**src/design/sbs_pkg.sv**
```systemverilog
// Package for the sharp bilinear 4x RGB565 scaler: sizes, weights, gamma tables, command struct.
`default_nettype none
package sbs_pkg;

    localparam int MAX_WIDTH  = 512;
    localparam int MAX_HEIGHT = 512;
    localparam int SCALE      = 4;

    localparam int COL_W      = $clog2(MAX_WIDTH);
    localparam int ROW_W      = $clog2(MAX_HEIGHT);
    localparam int BANK_AW    = COL_W + ROW_W - 2;
    localparam int BANK_DEPTH = (MAX_WIDTH / 2) * (MAX_HEIGHT / 2);

    localparam logic [0:0] CFG_SRC_WIDTH  = 1'b0;
    localparam logic [0:0] CFG_SRC_HEIGHT = 1'b1;

    localparam logic MODE_WRITE   = 1'b0;
    localparam logic MODE_COMPUTE = 1'b1;

    typedef logic [10:0] weight_t [SCALE];
    localparam weight_t WEIGHT = '{11'd22, 11'd306, 11'd718, 11'd1002};

    typedef logic [7:0] enc5_t [32];
    typedef logic [7:0] enc6_t [64];
    typedef logic [7:0] dec_t  [256];

    function automatic enc5_t gen_enc5();
        enc5_t t;
        for (int i = 0; i < 32; i++)
        begin
            t[i] = 8'($rtoi(255.0 * $pow(real'(8 * i) / 255.0, 1.6) + 0.5));
        end
        return t;
    endfunction

    function automatic enc6_t gen_enc6();
        enc6_t t;
        for (int i = 0; i < 64; i++)
        begin
            t[i] = 8'($rtoi(255.0 * $pow(real'(4 * i) / 255.0, 1.6) + 0.5));
        end
        return t;
    endfunction

    function automatic dec_t gen_dec();
        dec_t t;
        for (int i = 0; i < 256; i++)
        begin
            t[i] = 8'($rtoi(255.0 * $pow(real'(i) / 255.0, 0.625) + 0.5));
        end
        return t;
    endfunction

    localparam enc5_t ENC5 = gen_enc5();
    localparam enc6_t ENC6 = gen_enc6();
    localparam dec_t  DEC  = gen_dec();

    typedef struct packed {
        logic wr;
        logic map;
        logic rd;
        logic enc;
        logic hbl;
        logic vbl;
        logic pack;
    } sbs_cmd_t;

endpackage
`default_nettype wire

```
**src/design/sbs_ctrl.sv**
```systemverilog
// Controller: issues write beats and sequences one compute beat through map, read, encode, blend and pack steps.
`default_nettype none
module sbs_ctrl
    import sbs_pkg::*;
(
    input  wire logic     clk,
    input  wire logic     rst_n,
    input  wire logic     in_valid,
    input  wire logic     mode,
    output logic          in_stall,
    output logic          out_valid,
    input  wire logic     out_stall,
    output sbs_cmd_t      cmd
);

    typedef enum logic [2:0] {
        S_IDLE, S_MAP, S_RD, S_ENC, S_HBL, S_VBL, S_PACK, S_OUT
    } state_t;

    state_t state_reg, state_next;
    logic   out_valid_reg, out_valid_next;
    logic   accept;

    assign in_stall  = (state_reg != S_IDLE);
    assign out_valid = out_valid_reg;
    assign accept    = in_valid && !in_stall;

    always_comb
    begin
        state_next     = state_reg;
        out_valid_next = out_valid_reg;
        cmd            = '0;
        unique case (state_reg)
            S_IDLE:
            begin
                if (accept)
                begin
                    if (mode == MODE_COMPUTE)
                    begin
                        cmd.map    = 1'b1;
                        state_next = S_MAP;
                    end
                    else
                    begin
                        cmd.wr = 1'b1;
                    end
                end
            end
            S_MAP:
            begin
                cmd.rd     = 1'b1;
                state_next = S_RD;
            end
            S_RD:
            begin
                cmd.enc    = 1'b1;
                state_next = S_ENC;
            end
            S_ENC:
            begin
                cmd.hbl    = 1'b1;
                state_next = S_HBL;
            end
            S_HBL:
            begin
                cmd.vbl    = 1'b1;
                state_next = S_VBL;
            end
            S_VBL:
            begin
                cmd.pack       = 1'b1;
                out_valid_next = 1'b1;
                state_next     = S_PACK;
            end
            S_PACK, S_OUT:
            begin
                if (!out_stall)
                begin
                    out_valid_next = 1'b0;
                    state_next     = S_IDLE;
                end
                else
                begin
                    state_next = S_OUT;
                end
            end
            default:
            begin
                state_next = S_IDLE;
            end
        endcase
    end

    always_ff @(posedge clk or negedge rst_n)
    begin
        if (!rst_n)
        begin
            state_reg     <= S_IDLE;
            out_valid_reg <= 1'b0;
        end
        else
        begin
            state_reg     <= state_next;
            out_valid_reg <= out_valid_next;
        end
    end

endmodule
`default_nettype wire

```
**config.mk**
```make
export PLATFORM = sky130hd
export DESIGN_NAME = sbs_ctrl
export DESIGN_NICKNAME = d
export VERILOG_FILES = /design/src/design/sbs_pkg.sv /design/src/design/sbs_ctrl.sv
export SDC_FILE = /design/constraint.sdc
export NUM_CORES = 1
export LEC_CHECK = 0
export ABC_CLOCK_PERIOD_IN_PS = 2850
export BUFFER_PORTS_ARGS = -buffer_cell sky130_fd_sc_hd__clkbuf_2
export CAP_MARGIN = 5
export CORE_AREA = 2 2 39 41
export DETAILED_ROUTE_END_ITERATION = 12
export DIE_AREA = 0 0 41 43
export MAX_ROUTING_LAYER = met4
export SYNTH_ARGS = -nofsm -noshare
export SYNTH_HDL_FRONTEND = slang
export SYNTH_SLANG_ARGS = --single-unit
```
**constraint.sdc**
```tcl
create_clock -name clk -period 2.85 [get_ports clk]
set_input_delay 0.4275 -clock clk [delete_from_list [all_inputs] [get_ports clk]]
set_output_delay 0.4275 -clock clk [all_outputs]
set_load 0.005 [all_outputs]
```
# Yosys cells after proc, flatten, opt, wreduce, memory -nomap -nowiden
# Cells that the tools add are included.
word_totals:
  reg_bits: 4
  input_bits: 5
  output_inout_bits: 9
  wordCells: 35
op_classes:
  eq_ne: 10
  mux: 15
  n_reduce_logical: 8
ops:
  columns: ["op", "n"]
  rows:
  - ["one-hot mux 3 bit (7 select lines)", 1]
  - ["equality test 3 bit (second input constant)", 4]
  - ["2-to-1 mux 3 bit", 3]
  - ["2-to-1 mux 1 bit", 8]
  - ["equality test 3 x 2 -> 1 bit (second input constant)", 2]
  - ["inequality test 2 bit (second input constant)", 3]
  - ["2-to-1 mux 2 bit", 2]
  - ["AND reduction 2 bit", 2]
  - ["equality test 3 x 1 -> 1 bit (second input constant)", 1]
  - ["zero test 3 bit", 1]
  - ["nonzero test 3 bit", 1]
  - ["one-hot mux 1 bit (2 select lines)", 1]
  - ["nonzero test 2 bit", 1]
  - ["OR reduction 2 bit", 1]
  - ["logical AND 1 bit", 1]
  - ["zero test 1 bit", 1]

# Depth between registers and ports, before layout
# Gate-level depths: netlist of the first run.
logic_depth:
  word_depth: 5
  mapped_depth: 4
  depth_no_buf: 3

# Least setup slack after synthesis of the first run
# Ideal clock, no wire load.
synth_timing:
  path_type: "reg-to-output"
  from: "reg state_reg[2]"
  to: "out cmd[6] (netlist bit)"
  arrival_ps: 925
  required_time_ps: 2423
  path_slack_ps: 1497
  path_stages_with_launch: 5
  path_buffers: 1
  cell_sequence: "dfrtp_1 > buf_6 > nor3_4 > inv_2 > nor3b_2"
synth_lines:
  columns: ["item", "line", "rtl"]
  rows:
  - ["from (decl)", "sbs_ctrl.sv:20", "state_t state_reg, state_next;"]
  - ["from (signal assigned)", "sbs_ctrl.sv:103", "state_reg <= state_next;"]
  - ["to (decl)", "sbs_ctrl.sv:13", "output sbs_cmd_t cmd"]

==> results.ini, run 1 <==
[run_status]
status=completed

[pwr]
p_sw_uw=165
p_leak_uw=0.000200
powerDensity_nw_per_um2=1070
total_power_uw=432
power_frac_comb_pct=46.5
max-vdd-ir-drop_mv=0.274
p_clk_share_pct=15.9
swShare_pct=38.1
internal_power_uw=267
pwr-share-seq_pct=37.6

[yosys]
yosys-top-cells-area=dfrtp_1 (31%), buf_6 (11%), and3b_2 (9.3%), nor4bb_4 (7.8%), nor3b_1 (7.0%)
yosysMostFrequentCell=dfrtp_1
synthArstFlopShare_pct=100
yosys_warnings=0
syn_area_per_cell_sq_um=11.9
synth_top_cell_area_share_pct=31.1
ys.flop_type=dfrtp_1
ys_seq_area_share_pct=31.1
yosys.area.top_type=dfrtp_1
ys_types=17
ys_ff_latch=4
synth.cells.most_frequent=dfrtp_1 (4), and3b_2 (3), buf_6 (3), nor3b_1 (3), a21oi_1 (2)
synthesis.area_sq_um=322
synth_edf_count=0
synth_nets=32
netlist_instances=27

[clock_tree]
cts_buffer_depth=2
holdBufCountCts=1
h-tree-depth=1
cts_tree=done
clkLatencyLatePin_ns=0.23
cts-resized-gates=0
clock-root-buffer=clkbuf_4
clkTransAtPathRegs_ns=0.04
cts_setup_buffers=0
numCtsBuffers=3
cts_sinks=4

[route]
viasPerCell=4.40
drc_errors=0
num_vias=251
ant_nets=0
drtIter0Drc=0
routed_wl_um=552
first_pass_iters=1
wl_per_cell_um=9.68

[global_routing]
grt_pass1_wl_um=903
use_met1_pct=11.1
use_met2_pct=8.75
grt_busiest_layer=met1
grt_remaining_overflow=0
grtUsageTotal_pct=7.95
grt_pass1_vias=210
antenna_found_initial=0
use_met3_pct=3.14
grt_max_degree=13

[cells_and_area]
fin_area_sq_um=405
nets=48
antenna_cells=0
largest_reg_flops=3
seqCellArea_sq_um=100
n_fill_cell=151
multi_input_area_sq_um=184
drive_above_1_share_pct=61.0
area_delta_synth_final_pct=26.1

[place]
gp_congestion=0.677
dpl_cell_area_sq_um=373
numPortBuffers=13
hpwl_um=437

[critical_path]
endpoint_kind=output pin
worstSetupPathType=flop to output pin
cp_max_fo=12
critPathLaunchType=flop
cp.arrival_ns=1.33
r2r_setup_slack_ns=1.67
worstPathRequired_ns=2.42

[timing]
setup_viol=0
fmax_mhz=570
relSlewSlack_pct=74.0
fin_crit_ns=1.75
hold_violations=0
fin_crit_sh_pct=61.6
fin_tns_setup_ns=0
drv_slew=0
rsz0062_at_grt=false
worstMarginPinSlew_ns=0.390
clock_skew_ns=0.00467

[job]
max_cap_violations=0

[worst_hold_path]
hp-class=flop to flop

[floorplan]
die_h_um=43
io_pins=14
rows=14
start_util_pct=23.2
dieWidth_um=41
core_area_sq_um=1380
dieArea_sq_um=1760

## metal layers
metal	part of all wire (%)	wire, um
met4	3.1	17
met2	51	280
met3	5.4	30
met1	41	224
met5	0	0
## cells in the final DEF, fill, tap and decap left out
master	instances
clkbuf_2	13
dfrtp_1	4
nor3b_1	3
and3b_2	3
clkbuf_4	3
a21oi_1	2
nor3_4	1
inv_2	1
and3_1	1
nor3b_2	1
nor2_1	1
or2b_1	1
o2bb2ai_1	1
and2b_4	1
nand2b_4	1
a211o_1	1
nor4bb_4	1
a31o_1	1
dlygate4sd3_1	1
## per-stage QoR
stage	hold slack, ns	std cells	utilization [%]	worst slack (ns)
final	0.524	57	29.3	1.10
after CTS	0.528	57	29.3	1.08
after global routing	0.533	57	29.3	0.993
after global placement	0.234	53	26.9	1.34
after detailed placement	0.235	53	26.9	1.33
after floorplan	0.132	27	-	1.50
## path summary, 6_finish.rpt
check                      depth (start not counted)                     start                  endpoint
setup / recovery                                   4  state_reg[2]$_DFFE_PN0P_                    cmd[6]
hold / removal                                     1     out_valid$_DFFE_PN0P_     out_valid$_DFFE_PN0P_
setup reg to reg                                   2  state_reg[2]$_DFFE_PN0P_  state_reg[0]$_DFFE_PN0P_
hold reg to reg                                    1     out_valid$_DFFE_PN0P_     out_valid$_DFFE_PN0P_
max in group asynchronous                          2                     rst_n  state_reg[2]$_DFFE_PN0P_
min in group asynchronous                          2                     rst_n     out_valid$_DFFE_PN0P_
## power groups by stage
stage | combinational (uW) | clock (uW) | sequential [uW]
5_1_grt | 222 | 77.8 | 172
3_3_place_gp | 200 | 0 | 165
2_1_floorplan | 242 | 0 | 103
6_report | 201 | 68.8 | 162
3_5_place_dp | 204 | 0 | 165
4_1_cts | 205 | 70.1 | 164
## layout make-up
type / instances / area share (%)
Multi-Input combinational cell: 19 / 45.4
Sequential cell: 4 / 24.7
Timing Repair Buffer: 14 / 18.5
Clock buffer: 3 / 5.56
Tap cell: 16 / 4.94
Inverter: 1 / 0.926
## kinds of logic after synthesis
group / after synthesis / share of synthesized area, %
flip-flops: 4 / 31.1
AO/OA/AOI/OAI: 5 / 11.3
AND/OR/NAND/NOR: 14 / 45.9
buffers and inverters: 4 / 11.7
## worst max-delay path, cell delays in order, from the launching register on
cell and delay [ns]:
dfrtp_1 0.50, nor3_4 0.25, inv_2 0.06, nor3b_2 0.16, clkbuf_2 0.13
Power figures use the tool's default switching activity.
==> inputs of run 2 (changes only) <==
- ABC_CLOCK_PERIOD_IN_PS: 2850 -> 1500
- clock period: 2.85 -> 1.5 ns (I/O delays scaled with it)
==> results.ini, run 2 (same netlist as run 1, synthesis figures left out) <==
[run_status]
status=completed

[global_routing]
grt_remaining_overflow=0
antenna_found_initial=0
grt_pass1_wl_um=1170
grt_max_degree=12
grt_pass1_vias=264
grtUsageTotal_pct=10.4

[timing]
fmax_mhz=695
rsz0062_at_grt=true
fin_crit_sh_pct=95.9
setup_viol=0
clock_skew_ns=0.000498
relSlewSlack_pct=88.0
drv_slew=0
hold_violations=0
hold_ws_ns=0.331
fin_crit_ns=1.44
worstMarginPinSlew_ns=0.180

[critical_path]
worstSetupPathType=flop to output pin
r2r_setup_slack_ns=0.32
reg2reg_depth=3
rr_startpoint=state_reg[2]$_DFFE_PN0P_
r2r_end=state_reg[0]$_DFFE_PN0P_
cp.arrival_ns=1.21
worstPathRequired_ns=1.27
critPathLaunchType=flop
cp_max_fo=5
endpoint_kind=output pin

[route]
num_vias=277
first_pass_iters=4
wl_per_cell_um=10.6
viasPerCell=4.54
ant_nets=0
drc_errors=0
drtIter0Drc=5
routed_wl_um=646

[pwr]
p_sw_uw=336
power_frac_comb_pct=60.5
internal_power_uw=578
total_power_uw=914
p_clk_share_pct=14.7
p_leak_uw=0.000219
max-vdd-ir-drop_mv=0.525
pwr-share-seq_pct=24.8
powerDensity_nw_per_um2=2090
swShare_pct=36.7

[place]
hpwl_um=485
numPortBuffers=13
gp_congestion=0.688

[floorplan]
core_area_sq_um=1380
die_h_um=43
rows=14
start_util_pct=23.2
dieWidth_um=41
dieArea_sq_um=1760
io_pins=14

[cells_and_area]
drive_above_1_share_pct=66.7
antenna_cells=0
largest_reg_flops=3
final_common_cell=clkbuf_2
area_delta_synth_final_pct=35.8
n_fill_cell=154
nets=52
layout_common_cells=clkbuf_2 (12), buf_4 (4)

[job]
max_cap_violations=0

[clock_tree]
clock-root-buffer=clkbuf_4
h-tree-depth=1
cts_buffer_depth=2
clkTransAtPathRegs_ns=0.04
cts_tree=done
clkLatencyLatePin_ns=0.24
numCtsBuffers=3
cts_sinks=4

[worst_hold_path]
hp-class=input pin to async pin

## run 2: layout make-up
cell class              count  area (sq um)  share of cell area (%)
multi-input cells          19           184                    42.1
repair buffers             18           105                    24.1
flip-flops and latches      4           101                    23.2
clock buffers               3          22.5                    5.16
well taps                  16          20.0                    4.58
inverters                   1          3.75                   0.860
## run 2: layer usage
| metal | global-route usage (%) | share of wire, % | vias up |
|---|---|---|---|
| met1 | 13.7 | 41 | 128 |
| met4 | 8.00 | 3.3 | 0 |
| met3 | 3.14 | 5.4 | 3 |
| met5 | - | 0 | - |
| met2 | 12.8 | 50 | 12 |
| li1 | - | - | 134 |
## run 2: critical path, stage by stage (launching register included)
cell	delay [ns]
dfrtp_2	0.43
nor3_4	0.22
inv_2	0.06
nor3b_2	0.14
buf_2	0.13
## run 2: worst max path at each step
stage                        startpoint     end
5_1_grt        state_reg[0]$_DFFE_PN0P_  cmd[6]
3_3_place_gp   state_reg[0]$_DFFE_PN0P_  cmd[6]
6_report       state_reg[0]$_DFFE_PN0P_  cmd[6]
2_1_floorplan  state_reg[2]$_DFFE_PN0P_  cmd[6]
4_1_cts        state_reg[0]$_DFFE_PN0P_  cmd[6]
3_5_place_dp   state_reg[0]$_DFFE_PN0P_  cmd[6]
## run 2: per-stage QoR
| step | instance area, sq um | setup slack, ns | utilization (%) | instances | setup TNS [ns] |
|---|---|---|---|---|---|
| after CTS | 422 | 0.0200 | 30.5 | 59 | 0 |
| after global placement | 388 | 0.230 | 28.0 | 55 | 0 |
| final | 437 | 0.0608 | 31.6 | 61 | 0 |
| after global routing | 437 | -0.0195 | 31.6 | 61 | -0.0195 |
| after detailed placement | 388 | 0.221 | 28.0 | 55 | 0 |
| after floorplan | 322 | 0.350 | - | 27 | 0 |
## run 2: power groups by stage
| stage | combinational, uW | sequential [uW] | clock [uW] |
|---|---|---|---|
| CTS | 498 | 254 | 136 |
| global placement | 484 | 248 | 0 |
| detailed placement | 493 | 251 | 0 |
| finish | 553 | 227 | 134 |
| global route | 619 | 236 | 147 |
| floorplan | 460 | 195 | 0 |
## run 2: repair_timing
action,4_1_cts,5_1_grt
hold buffers,1,0
hold endpoints to repair,4,0
setup endpoints to repair,1,1
resized for setup,1,1
setup buffers,0,2
pin swaps,0,2
gates cloned,0,0
==> inputs of run 3 (changes only) <==
- CTS_BUF_LIST: not set -> sky130_fd_sc_hd__clkbuf_8 sky130_fd_sc_hd__clkbuf_16
==> results.ini, run 3 (same netlist as run 1, synthesis figures left out) <==
[run_status]
status=completed

[pwr]
swShare_pct=34.3
p_sw_uw=344
total_power_uw=1010
p_leak_uw=0.000226
internal_power_uw=661
power_frac_comb_pct=55.1
max-vdd-ir-drop_mv=0.582
powerDensity_nw_per_um2=2210
p_clk_share_pct=22.3
pwr-share-seq_pct=22.6

[route]
drc_errors=0
drtIter0Drc=6
first_pass_iters=4
viasPerCell=4.41
routed_wl_um=653
num_vias=269
ant_nets=0
wl_per_cell_um=10.7

[timing]
rsz0062_at_grt=false
fin_crit_sh_pct=93.9
fin_crit_ns=1.41
hold_violations=0
clock_skew_ns=0.00208
relSlewSlack_pct=88.1
fin_tns_setup_ns=0
fmax_mhz=710
setup_viol=0
drv_slew=0
worstMarginPinSlew_ns=0.179

[clock_tree]
h-tree-depth=1
clkTransAtPathRegs_ns=0.03
cts_tree=done
clock-root-buffer=clkbuf_8
clkLatencyLatePin_ns=0.22
cts_buffer_depth=2
cts_sinks=4
numCtsBuffers=3

[cells_and_area]
drive_above_1_share_pct=66.7
area_delta_synth_final_pct=41.6
largest_reg_flops=3
nets=52
final_util_pct=32.9
final_common_cell=clkbuf_2
antenna_cells=0
layout_common_cells=clkbuf_2 (13), buf_4 (4)

[floorplan]
dieArea_sq_um=1760
die_h_um=43
rows=14
core_area_sq_um=1380
io_pins=14
dieWidth_um=41
start_util_pct=23.2

[critical_path]
critPathLaunchType=flop
endpoint_kind=output pin
worstSetupPathType=flop to output pin
worstPathRequired_ns=1.27
critPathMaxStageDelay_ns=0.40
cp.arrival_ns=1.18
worstPathCellList=nor3_4, inv_2, nor3b_2, clkbuf_2
cp_max_fo=2
slowest_stage=dfrtp_1

[global_routing]
use_met1_pct=14.1
grt_busiest_layer=met1
use_met3_pct=3.14
grt_remaining_overflow=0
grtUsageTotal_pct=10.5
use_met2_pct=12.8
grt_pass1_wl_um=1190
antenna_found_initial=0
grt_max_degree=12
grt_pass1_vias=266

[place]
gp_congestion=0.688
hpwl_um=485
numPortBuffers=13

[job]
max_cap_violations=0

[worst_hold_path]
hp-class=input pin to async pin

-- run 3: cell types whose count changed in the layout (fill, tap and decap cells not counted) --
cell	previous run	this run
clkbuf_4	3	0
buf_2	1	0
clkbuf_8	0	3
clkbuf_2	12	13
-- run 3: per-layer routing --
metal / share of wire, % / wire length [um] / up-vias
met3: 4.7 / 31 / 0
met2: 52 / 340 / 9
met4: 0 / 0 / 0
li1: - / - / 134
met5: 0 / 0 / -
met1: 43 / 282 / 126
-- run 3: area by class of cell --
type,instances,area (sq um)
Inverter,1,3.75
Multi-Input combinational cell,19,184
Sequential cell,4,101
Timing Repair Buffer,18,105
Clock buffer,3,41.3
Fill cell,151,928
Tap cell,16,20.0
-- run 3: critical path, delay by kind of cell (launching register included) --
kind	cells	cell delay, ns
flip-flops	1	0.40
AND/OR/NAND/NOR	2	0.38
buffers and inverters	2	0.19
-- run 3: power groups by stage --
stage          Combinational, uW  Sequential [uW]  Clock [uW]
5_1_grt                      620              238         237
6_report                     554              227         224
4_1_cts                      498              254         228
3_5_place_dp                 493              251           0
2_1_floorplan                460              195           0
3_3_place_gp                 484              248           0
-- run 3: worst paths after layout --
path                                          start                  endpoint  slack (ns)  cells after the start
setup / recovery           state_reg[2]$_DFFE_PN0P_                    cmd[6]        0.09                      4
hold / removal                                rst_n  state_reg[1]$_DFFE_PN0P_        0.35                      2
setup reg to reg           state_reg[2]$_DFFE_PN0P_  state_reg[0]$_DFFE_PN0P_        0.32                      3
hold reg to reg               out_valid$_DFFE_PN0P_     out_valid$_DFFE_PN0P_        0.50                      1
max in group asynchronous                     rst_n  state_reg[0]$_DFFE_PN0P_        1.01                      2
min in group clk                          out_stall     out_valid$_DFFE_PN0P_        0.36                      3
-- run 3: stage by stage --
step / hold slack, ns / cells / area, sq um / setup slack [ns]
floorplan: -0.0706 / 27 / 322 / 0.350
detailed placement: 0.0338 / 55 / 388 / 0.221
global route: 0.381 / 61 / 455 / 0.00237
CTS: 0.349 / 59 / 440 / 0.0430
finish: 0.353 / 61 / 455 / 0.0910
global placement: 0.0324 / 55 / 388 / 0.230
-- run 3: timing repair --
item	4_1_cts	5_1_grt
endpoints found under the hold margin	4	0
hold buffers	1	0
setup buffers	0	2
resized for setup	1	0
setup endpoints to repair	1	1
